<file path="src/mst_pkg.sv">
package mst_pkg;

  typedef enum logic [1:0] {
    MODE_ADD    = 2'd0,
    MODE_FINAL  = 2'd1,
    MODE_LOOKUP = 2'd2
  } mst_mode_e;

  typedef enum logic [2:0] {
    ST_ADDED = 3'd0,
    ST_EMPTY = 3'd1,
    ST_FULL  = 3'd2,
    ST_HIT   = 3'd3,
    ST_MISS  = 3'd4,
    ST_OTHER = 3'd5
  } mst_status_e;

  typedef enum logic {
    RD_I   = 1'b0,
    RD_JM1 = 1'b1
  } mst_rd_sel_e;

  typedef enum logic [2:0] {
    WR_NONE    = 3'd0,
    WR_NEW     = 3'd1,
    WR_J_RDATA = 3'd2,
    WR_J_HOLD  = 3'd3,
    WR_K_RDATA = 3'd4
  } mst_wr_sel_e;

  typedef enum logic [1:0] {
    I_HOLD = 2'd0,
    I_ZERO = 2'd1,
    I_ONE  = 2'd2,
    I_INC  = 2'd3
  } mst_i_op_e;

  typedef struct packed {
    logic [31:0] flags;
    logic [63:0] size;
    logic [63:0] base;
  } mst_entry_t;

  typedef struct packed {
    logic        in_take;
    logic        res_set;
    mst_status_e res_status;
    logic        res_hit;
    mst_wr_sel_e wr_sel;
    mst_rd_sel_e rd_sel;
    mst_i_op_e   i_op;
    logic        j_load;
    logic        j_dec;
    logic        k_zero;
    logic        hold_load;
    logic        finish_fin;
    logic        out_load;
  } mst_cmd_t;

  typedef struct packed {
    logic [1:0] mode;
    logic       size_zero;
    logic       full;
    logic       finalized;
    logic       i_end;
    logic       j_zero;
    logic       goes_first;
    logic       keep;
    logic       hit;
    logic       out_free;
  } mst_stat_t;

endpackage

</file>
<file path="src/mst_ctrl.sv">
module mst_ctrl (
  input  logic               clk_i,
  input  logic               rst_ni,
  input  logic               in_valid_i,
  output logic               in_ready_o,
  input  mst_pkg::mst_stat_t stat_i,
  output mst_pkg::mst_cmd_t  cmd_o
);
  import mst_pkg::*;

  typedef enum logic [11:0] {
    S_IDLE      = 12'b0000_0000_0001,
    S_DECODE    = 12'b0000_0000_0010,
    S_ADD       = 12'b0000_0000_0100,
    S_SORT_LOAD = 12'b0000_0000_1000,
    S_SORT_HOLD = 12'b0000_0001_0000,
    S_SORT_NEXT = 12'b0000_0010_0000,
    S_SORT_CMP  = 12'b0000_0100_0000,
    S_COMP_LOAD = 12'b0000_1000_0000,
    S_COMP_CHK  = 12'b0001_0000_0000,
    S_LOOK_LOAD = 12'b0010_0000_0000,
    S_LOOK_CHK  = 12'b0100_0000_0000,
    S_DONE      = 12'b1000_0000_0000
  } state_e;

  state_e state_q, state_d;

  always_ff @(posedge clk_i or negedge rst_ni) begin
    if (!rst_ni) begin
      state_q <= S_IDLE;
    end else begin
      state_q <= state_d;
    end
  end

  assign in_ready_o = (state_q == S_IDLE);

  always_comb begin
    state_d = state_q;
    cmd_o = '0;
    cmd_o.res_status = ST_OTHER;
    cmd_o.wr_sel = WR_NONE;
    cmd_o.rd_sel = RD_I;
    cmd_o.i_op = I_HOLD;
    case (state_q)
      S_IDLE: begin
        if (in_valid_i) begin
          cmd_o.in_take = 1'b1;
          state_d = S_DECODE;
        end
      end
      S_DECODE: begin
        case (stat_i.mode)
          MODE_ADD: begin
            state_d = S_ADD;
          end
          MODE_FINAL: begin
            cmd_o.i_op = I_ONE;
            cmd_o.res_set = 1'b1;
            cmd_o.res_status = ST_OTHER;
            state_d = S_SORT_LOAD;
          end
          MODE_LOOKUP: begin
            cmd_o.res_set = 1'b1;
            if (stat_i.finalized) begin
              cmd_o.i_op = I_ZERO;
              cmd_o.res_status = ST_MISS;
              state_d = S_LOOK_LOAD;
            end else begin
              cmd_o.res_status = ST_OTHER;
              state_d = S_DONE;
            end
          end
          default: begin
            cmd_o.res_set = 1'b1;
            cmd_o.res_status = ST_OTHER;
            state_d = S_DONE;
          end
        endcase
      end
      S_ADD: begin
        cmd_o.res_set = 1'b1;
        if (stat_i.size_zero) begin
          cmd_o.res_status = ST_EMPTY;
        end else if (stat_i.full) begin
          cmd_o.res_status = ST_FULL;
        end else begin
          cmd_o.res_status = ST_ADDED;
          cmd_o.wr_sel = WR_NEW;
        end
        state_d = S_DONE;
      end
      S_SORT_LOAD: begin
        if (stat_i.i_end) begin
          cmd_o.i_op = I_ZERO;
          cmd_o.k_zero = 1'b1;
          state_d = S_COMP_LOAD;
        end else begin
          cmd_o.rd_sel = RD_I;
          cmd_o.j_load = 1'b1;
          state_d = S_SORT_HOLD;
        end
      end
      S_SORT_HOLD: begin
        cmd_o.hold_load = 1'b1;
        state_d = S_SORT_NEXT;
      end
      S_SORT_NEXT: begin
        if (stat_i.j_zero) begin
          cmd_o.wr_sel = WR_J_HOLD;
          cmd_o.i_op = I_INC;
          state_d = S_SORT_LOAD;
        end else begin
          cmd_o.rd_sel = RD_JM1;
          state_d = S_SORT_CMP;
        end
      end
      S_SORT_CMP: begin
        if (stat_i.goes_first) begin
          cmd_o.wr_sel = WR_J_RDATA;
          cmd_o.j_dec = 1'b1;
          state_d = S_SORT_NEXT;
        end else begin
          cmd_o.wr_sel = WR_J_HOLD;
          cmd_o.i_op = I_INC;
          state_d = S_SORT_LOAD;
        end
      end
      S_COMP_LOAD: begin
        if (stat_i.i_end) begin
          cmd_o.finish_fin = 1'b1;
          state_d = S_DONE;
        end else begin
          cmd_o.rd_sel = RD_I;
          state_d = S_COMP_CHK;
        end
      end
      S_COMP_CHK: begin
        if (stat_i.keep) begin
          cmd_o.wr_sel = WR_K_RDATA;
        end
        cmd_o.i_op = I_INC;
        state_d = S_COMP_LOAD;
      end
      S_LOOK_LOAD: begin
        if (stat_i.i_end) begin
          state_d = S_DONE;
        end else begin
          cmd_o.rd_sel = RD_I;
          state_d = S_LOOK_CHK;
        end
      end
      S_LOOK_CHK: begin
        if (stat_i.hit) begin
          cmd_o.res_hit = 1'b1;
          state_d = S_DONE;
        end else begin
          cmd_o.i_op = I_INC;
          state_d = S_LOOK_LOAD;
        end
      end
      S_DONE: begin
        if (stat_i.out_free) begin
          cmd_o.out_load = 1'b1;
          state_d = S_IDLE;
        end
      end
      default: begin
        state_d = S_IDLE;
      end
    endcase
  end

endmodule

</file>
<file path="config.mk">
export PLATFORM = sky130hd
export DESIGN_NAME = mst_ctrl
export DESIGN_NICKNAME = d
export VERILOG_FILES = /design/src/mst_pkg.sv /design/src/mst_ctrl.sv
export SDC_FILE = /design/constraint.sdc
export NUM_CORES = 1
export LEC_CHECK = 0
export ABC_CLOCK_PERIOD_IN_PS = 2300
export BUFFER_PORTS_ARGS = -buffer_cell sky130_fd_sc_hd__buf_4
export CORE_ASPECT_RATIO = 1.2
export CORE_MARGIN = 2
export CORE_UTILIZATION = 44
export DETAILED_ROUTE_END_ITERATION = 6
export PLACE_DENSITY_LB_ADDON = 0.1
export RECOVER_POWER = 50
export SLEW_MARGIN = 25
export SYNTH_ARGS = -nofsm -noshare
export SYNTH_HDL_FRONTEND = slang
export SYNTH_SLANG_ARGS = --single-unit
</file>
<file path="constraint.sdc">
create_clock -name clk_i -period 2.3 [get_ports clk_i]
set_clock_uncertainty 0.05 [all_clocks]
set_input_delay 0.345 -clock clk_i [delete_from_list [all_inputs] [get_ports clk_i]]
set_output_delay 0.345 -clock clk_i [all_outputs]
set_load 0.005 [all_outputs]
</file>
==> results of run 1 <==
[power breakdown]
part	leakage [nW]	switching (mW)	total, mW	internal [mW]
Sequential	0.163	0.0363	0.279	0.242
Clock	0.0210	0.0889	0.186	0.0967
Combinational	0.729	0.404	0.935	0.531
Total	0.913	0.529	1.40	0.870
[cells in the final DEF (no fill, tap or decap), drive strengths merged]
cell,synthesis,layout
nor3b,2,2
nor4b,2,2
dlygate4sd3,0,1
o221ai,1,1
clkbuf,2,5
or2,2,2
o21a,2,2
and4b,1,1
or4b,1,1
dfrtp,11,11
o31a,1,1
nand3b,1,1
nand2b,6,6
inv,7,7
nor4,6,6
o2111ai,2,2
nand4,3,3
and2,5,5
and4,2,2
buf,3,79
o31ai,1,1
a31o,1,1
or4,5,5
nor3,9,9
xor2,3,3
a31oi,1,1
o22ai,1,1
nor2b,1,1
nand3,5,5
nor2,7,7
dfstp,1,1
nand2,6,6
or3b,1,1
o21ai,5,5
a21o,1,1
or3,4,4
xnor2,1,1
[through the flow]
stage                     TNS (ps)  utilization  worst slack (ps)
after floorplan              -4.64            -             -4.64
after global placement       -59.2        0.681             -40.1
after detailed placement      -139        0.681             -73.0
after CTS                    -2500        0.809              -295
after global routing         -4380        0.902              -462
final                        -3980        0.902              -404
[layer usage]
metal,vias to the layer above,wire (um),GRT usage
met5,-,0,0
met4,0,182,0.143
met3,20,328,0.0330
met2,86,2350,0.567
met1,615,1510,0.382
li1,581,-,-
[path summary, 6_finish.rpt]
path | endpoint | depth (start not counted) | from
max in group asynchronous | state_q[7] | 2 | rst_ni
worst max-delay path | cmd_o[6] | 5 | state_q[5]
worst max register to register | state_q[11] | 9 | state_q[5]
min in group asynchronous | state_q[6] | 2 | rst_ni
worst min-delay path | state_q[6] | 2 | stat_i[4]
worst min register to register | state_q[7] | 2 | state_q[8]
[timing repair]
action / 4_1_cts / 5_1_grt
setup endpoints to repair: 15 / 17
hold buffers: 1 / 0
gates resized for setup: 30 / 24
endpoints found under the hold margin: 11 / 0
buffers inserted: 10 / 14
gates cloned: 0 / 0
pin swaps: 10 / 13
[area by class of cell]
cell class | instances | area, um2
flip-flops and latches | 12 | 302
well taps | 20 | 25.0
inverters | 7 | 26.3
fillers | 87 | 198
clock buffers | 4 | 36.3
repair buffers | 81 | 667
multi-input cells | 89 | 773
[logic make-up after synthesis]
family	count (synthesis)	synth area share
simple gates	69	0.452
xor+xnor	4	0.0377
compound gates	16	0.127
flops	12	0.324
buf+inv	12	0.0592
[worst max-delay path: stages (launching register included)]
cell	delay, ps
dfrtp_1	440
or4_4	570
or4_4	520
o221ai_2	210
or3_1	160
buf_4	110
==> metrics, run 1 <==
clk sink count=12; Post-Syn Area=930 um2; max FFs per register=12; DR WL/cell=20.5 um; Final Cell Area=1830 um2; initial core utilization=0.459; CTS buffer count=3; placed inst area=1380 um2; worst-skew pair later-pin latency=290 ps; wire length of the first global-routing pass=5650 um; CP arrival=2310 ps; Vias=1302; Slew HR=0.507; top-count cell post-synth=dfrtp_1; initial antenna violation count=0; CTS H-tree lvls=1; CTS clk-pin slew, worst paths=90 ps; Ys Warns=0; status=finished, violations left; Mapped Cells=113; Final Power=1.40 mW; # DRC=0; Async SR Flop Fraction=1.00; Die Wd=46.0 um; Buffers on Ports=32; Synth top cells by count=11 x dfrtp_1, 8 x nor3_1, 7 x inv_1, 7 x nor2_1; unrepaired setup endpoints after global routing=true; buffer type at the clock tree root=clkbuf_4; Worst setup SP type=flip-flop; GP Congestion=0.836; Largest Register=state_q; maximum VDD drop=0.655 mV; Tmin final=2700 ps; share of the synthesized area in the top cell type=0.296; Final Hold Slack=168 ps; pwr dens=765 nW/um2; fmax=0.370 GHz; Final Non-Filler Cells=213; Top Registers=state_q: 12 flops; CTS Buffer Depth=2; drt pass-1 iters=5; core box area=2030 um2; vias in the first global route=1197; CTS tree=built; Layout area overhead=96.8%; syn nets=127; # diodes=0; Max FO, Critical Path=4; Seq/Total Area, Yosys=0.324; max cap viols=0; largest net degree at the start of global routing=13; Setup-failing EPs final=16; die height=54.4 um; placed cell count=187; Worst-Margin Slew=739 ps; Total Routing Usage GR=0.320; Routed WL=4360 um; Yosys reg bits=12; Worst Slack Setup Final=-404 ps; Post-DRT Antenna Nets=0; EDFF count, synth=0; share of cells above drive strength 1=0.617; Yosys top cell by area=dfrtp_1; Worst setup EP type=output pin; fin. max-slew vios=0; initial drt markers=55; WS Path Type=flip-flop to output pin; Die ar.=2500 um2; Std-Cell Rows=18; HPWL Detailed=2260 um; Nets=208; final hold vios=0; io pins=33; HP Class=input pin to flip-flop; failing checks=negative setup slack; mean post-synth cell area=8.23 um2; Lkg Pwr=0.913 nW; fin crit share=1.18; CP required=1900 ps; drt via density=6.11; Area contributors post-synth=dfrtp_1 30%, nor3_1 4.3%, nand2b_1 4.0%, nor4_1 4.0%, and2_1 3.4%; Synth cell types=39; Reg2Reg Setup Slack=50 ps; Most used DFF post-synth=dfrtp_1; gr ovfl total=0
No activity file was read; power rests on OpenSTA's default activity.
==> inputs of run 2 (changes only) <==
--- a/config.mk
+++ b/config.mk
@@ -11,8 +11,9 @@
 export CORE_MARGIN = 2
 export CORE_UTILIZATION = 44
 export DETAILED_ROUTE_END_ITERATION = 6
-export PLACE_DENSITY_LB_ADDON = 0.1
+export PLACE_DENSITY = 0.75
 export RECOVER_POWER = 50
+export SKIP_LAST_GASP = 1
 export SLEW_MARGIN = 25
 export SYNTH_ARGS = -nofsm -noshare
 export SYNTH_HDL_FRONTEND = slang
==> metrics, run 2 (synthesis results as in run 1) <==
worst slack at placement=-99.9 ps; initial core utilization=0.459; share of cells above drive strength 1=0.580; fin. max-slew vios=0; Post-DRT Antenna Nets=0; CTS tree=built; drt pass-1 iters=4; placed cell count=186; Slowest cell on crit path=or4_4; Worst-Margin Slew=715 ps; drt via density=5.93; CP max stage delay=550 ps; Std-Cell Rows=18; largest net degree at the start of global routing=13; HP Class=input pin to flip-flop; commonest non-fill, non-tap cell in the layout=buf_4; core box area=2030 um2; Nets=203; # DRC=0; buffer type at the clock tree root=clkbuf_4; initial drt markers=42; wire length of the first global-routing pass=5020 um; Max FO, Critical Path=4; Lkg Pwr=0.882 nW; worst-skew pair later-pin latency=290 ps; max FFs per register=12; Buffers on Ports=32; Final Non-Filler Cells=208; pwr dens=686 nW/um2; failing checks=negative setup slack; CP required=1900 ps; CP dominant cell by count=or3_4; Worst Slack Setup Final=-307 ps; Tmin final=2610 ps; Worst setup EP type=output pin; TNS Setup=-2980 ps; WS Path Type=flip-flop to output pin; Die Wd=46.0 um; fmax=0.384 GHz; Slew HR=0.523; Routed WL=3820 um; # diodes=0; vias in the first global route=1095; maximum VDD drop=0.468 mV; gr ovfl total=0; CTS buffer count=3; highest-count cells in the layout ignoring fill and taps=56 x buf_4, 17 x buf_6, 11 x dfrtp_1; Final Hold Slack=178 ps; Top Registers=state_q: 12 flops; CP arrival=2210 ps; status=finished, violations left; Worst setup SP type=flip-flop; fin crit share=1.13; Reg area=302 um2; GP Congestion=0.940; max cap viols=0; Total Routing Usage GR=0.282; die height=54.4 um; CTS clk-pin slew, worst paths=90 ps; DR WL/cell=18.4 um; HPWL Detailed=2360 um; CTS H-tree lvls=1; final hold vios=0; initial antenna violation count=0; Die ar.=2500 um2; multi-input logic area=737 um2; clk sink count=12; Layout area overhead=89.5%; crit-path cells=or4_4, or3_4, or3_4, inv_1, buf_4; io pins=33; Largest Register=state_q; Filler Cells Inserted=107; Setup-failing EPs final=14; CTS Buffer Depth=2; Vias=1234; unrepaired setup endpoints after global routing=true
[run 2: cell count changes in the layout (fill, tap and decap cells not counted), sizes merged]
| cell | delta |
|---|---|
| buf | -5 |
[run 2: cell type report]
cell class / instances / share of cell area
Multi-Input combinational cell: 89 / 0.418
Inverter: 7 / 0.0149
Timing Repair Buffer: 76 / 0.366
Clock buffer: 4 / 0.0149
Sequential cell: 12 / 0.171
Tap cell: 20 / 0.0142
[run 2: worst max-delay path: cells and delay by family, from the launching register on]
kind                   cells  cell delay, ps
buffers and inverters      2             160
flip-flops                 1             410
AND/OR/NAND/NOR            3            1350
[run 2: path summary, 6_finish.rpt]
check / start / to / slack (ps) / cells after the start
setup / recovery: state_q[7] / cmd_o[12] / -310 / 5
hold / removal: stat_i[9] / state_q[2] / 180 / 2
setup reg to reg: state_q[6] / state_q[4] / 170 / 6
hold reg to reg: state_q[8] / state_q[7] / 660 / 2
max in group asynchronous: rst_ni / state_q[5] / 1180 / 2
min in group asynchronous: rst_ni / state_q[9] / 570 / 2
[run 2: metrics by stage]
stage                      util  power (mW)  area (um2)
after floorplan               -       0.504         942
after global placement    0.678       0.732        1370
after detailed placement  0.678       0.744        1370
after CTS                 0.792        1.03        1610
after global routing      0.869        1.27        1760
final                     0.869        1.21        1760
[run 2: timing repair]
item / 4_1_cts / 5_1_grt
pin swaps: 9 / 8
gates resized for setup: 22 / 23
hold endpoints to repair: 11 / 0
buffers inserted: 10 / 8
hold buffers: 1 / 0
endpoints found under the setup margin: 16 / 19
cloned: 0 / 0
[run 2: power breakdown]
part           internal, mW  switching, mW  total, mW  leakage [nW]
sequential            0.242         0.0277      0.269         0.163
clock                0.0675         0.0814      0.149        0.0150
combinational         0.437          0.353      0.790         0.704
total                 0.746          0.462       1.21         0.882
[run 2: routing by layer]
layer  up-vias  global-route usage  wire length, um
li1        567                   -                -
met1       586               0.357             1460
met2        67               0.468             2010
met3        14              0.0231              215
met4         0               0.152              127
met5         -                   0                0
==> inputs of run 3 (changes only) <==
--- a/config.mk
+++ b/config.mk
@@ -6,14 +6,15 @@
 export NUM_CORES = 1
 export LEC_CHECK = 0
 export ABC_CLOCK_PERIOD_IN_PS = 2300
-export BUFFER_PORTS_ARGS = -buffer_cell sky130_fd_sc_hd__buf_4
+export BUFFER_PORTS_ARGS = -buffer_cell sky130_fd_sc_hd__clkbuf_2
+export CELL_PAD_IN_SITES_DETAIL_PLACEMENT = 1
+export CELL_PAD_IN_SITES_GLOBAL_PLACEMENT = 1
 export CORE_ASPECT_RATIO = 1.2
 export CORE_MARGIN = 2
-export CORE_UTILIZATION = 44
+export CORE_UTILIZATION = 31
 export DETAILED_ROUTE_END_ITERATION = 6
-export PLACE_DENSITY = 0.75
+export PLACE_DENSITY_LB_ADDON = 0.1
 export RECOVER_POWER = 50
-export SKIP_LAST_GASP = 1
 export SLEW_MARGIN = 25
 export SYNTH_ARGS = -nofsm -noshare
 export SYNTH_HDL_FRONTEND = slang
==> metrics, run 3 (synthesis results as in run 1) <==
CTS tree=built; Largest Register=state_q; Final Non-Filler Cells=218; Worst setup SP type=flip-flop; CTS H-tree lvls=1; Std-Cell Rows=21; fin. max-slew vios=0; Routed WL=3720 um; drt pass-1 iters=4; Setup-failing EPs final=14; Top Registers=state_q: 12 flops; Worst-Margin Slew=727 ps; Die Wd=54.0 um; failing checks=negative setup slack; vias in the first global route=1203; pwr dens=707 nW/um2; HP Class=input pin to flip-flop; Buffers on Ports=32; die height=64.0 um; Nets=199; worst-skew pair later-pin latency=280 ps; Lkg Pwr=0.837 nW; Slew HR=0.515; initial drt markers=21; max FFs per register=12; initial core utilization=0.328; Max FO, Critical Path=4; GP Congestion=0.790; # DRC=0; CP arrival=2290 ps; DR WL/cell=17.1 um; initial antenna violation count=0; highest-count cells in the layout ignoring fill and taps=33 x buf_4, 24 x clkbuf_2, 11 x dfrtp_1; Final Hold Slack=221 ps; gr ovfl total=0; wire length of the first global-routing pass=5580 um; CTS clk-pin slew, worst paths=80 ps; Worst Slack Setup Final=-388 ps; Vias=1178; fin crit share=1.17; Total Routing Usage GR=0.224; core box area=2840 um2; clk sink count=12; # diodes=0; max cap viols=0; largest net degree at the start of global routing=13; CTS buffer count=3; Die ar.=3450 um2; Post-DRT Antenna Nets=0; CP required=1900 ps; Worst setup EP type=output pin; maximum VDD drop=0.432 mV; share of cells above drive strength 1=0.587; fmax=0.372 GHz; Tmin final=2690 ps; drt via density=5.40; Layout area overhead=80.9%; CTS Buffer Depth=2; buffer type at the clock tree root=clkbuf_4; status=finished, violations left; unrepaired setup endpoints after global routing=true; Final Core Density=0.593; io pins=33; commonest non-fill, non-tap cell in the layout=buf_4; placed cell count=200; WS Path Type=flip-flop to output pin; final hold vios=0; HPWL Detailed=2670 um
[run 3: cell count changes in the layout (fill, tap and decap cells not counted), moves of 2 or more]
cell	previous run	this run
clkbuf_2	0	24
buf_4	56	33
buf_6	17	9
buf_2	0	4
nor3_1	5	3
[run 3: path summary, 6_finish.rpt]
check	start	endpoint	slack (ps)	cells after the start
max	state_q[4]	cmd_o[7]	-390	5
min	stat_i[4]	state_q[6]	220	2
max reg2reg	state_q[5]	state_q[0]	130	8
min reg2reg	state_q[8]	state_q[7]	690	2
max in group asynchronous	rst_ni	state_q[4]	1170	2
min in group asynchronous	rst_ni	state_q[6]	580	2
[run 3: through the flow]
| stage | worst slack (ps) | setup TNS, ps | instance area (um2) | power (mW) |
|---|---|---|---|---|
| floorplan | -4.64 | -4.64 | 942 | 0.504 |
| global placement | -45.8 | -117 | 1310 | 0.738 |
| detailed placement | -74.4 | -251 | 1310 | 0.750 |
| CTS | -348 | -2910 | 1510 | 1.00 |
| global route | -456 | -4410 | 1680 | 1.26 |
| finish | -388 | -3340 | 1680 | 1.19 |
[run 3: area by class of cell]
| class | instances | area (um2) |
|---|---|---|
| Clock buffer | 4 | 26.3 |
| Fill cell | 341 | 1160 |
| Inverter | 7 | 26.3 |
| Multi-Input combinational cell | 89 | 782 |
| Sequential cell | 12 | 302 |
| Tap cell | 34 | 42.5 |
| Timing Repair Buffer | 72 | 503 |
[run 3: repair_timing]
item,in CTS,in global routing
setup endpoints to repair,17,18
hold buffers,1,0
resized for setup,23,28
pin swaps,8,12
hold endpoints to repair,11,0
cloned,0,0
buffers inserted,7,6
[run 3: layer usage]
metal,GRT usage,vias to the layer above,wire (um)
li1,-,565,-
met1,0.258,585,1490
met2,0.416,22,2130
met3,0.0280,6,80
met4,0.0563,0,25
met5,0,-,0
[run 3: critical path, cell delays in order, from the launching register on]
cell,delay [ps]
dfrtp_1,400
or4_4,580
or4_4,600
o221ai_4,190
nand2b_4,150
clkbuf_2,100
[run 3: power breakdown]
group / internal [mW] / switching [mW] / leakage [nW]
Sequential: 0.242 / 0.0255 / 0.163
Clock: 0.0673 / 0.0785 / 0.0150
Combinational: 0.425 / 0.350 / 0.659
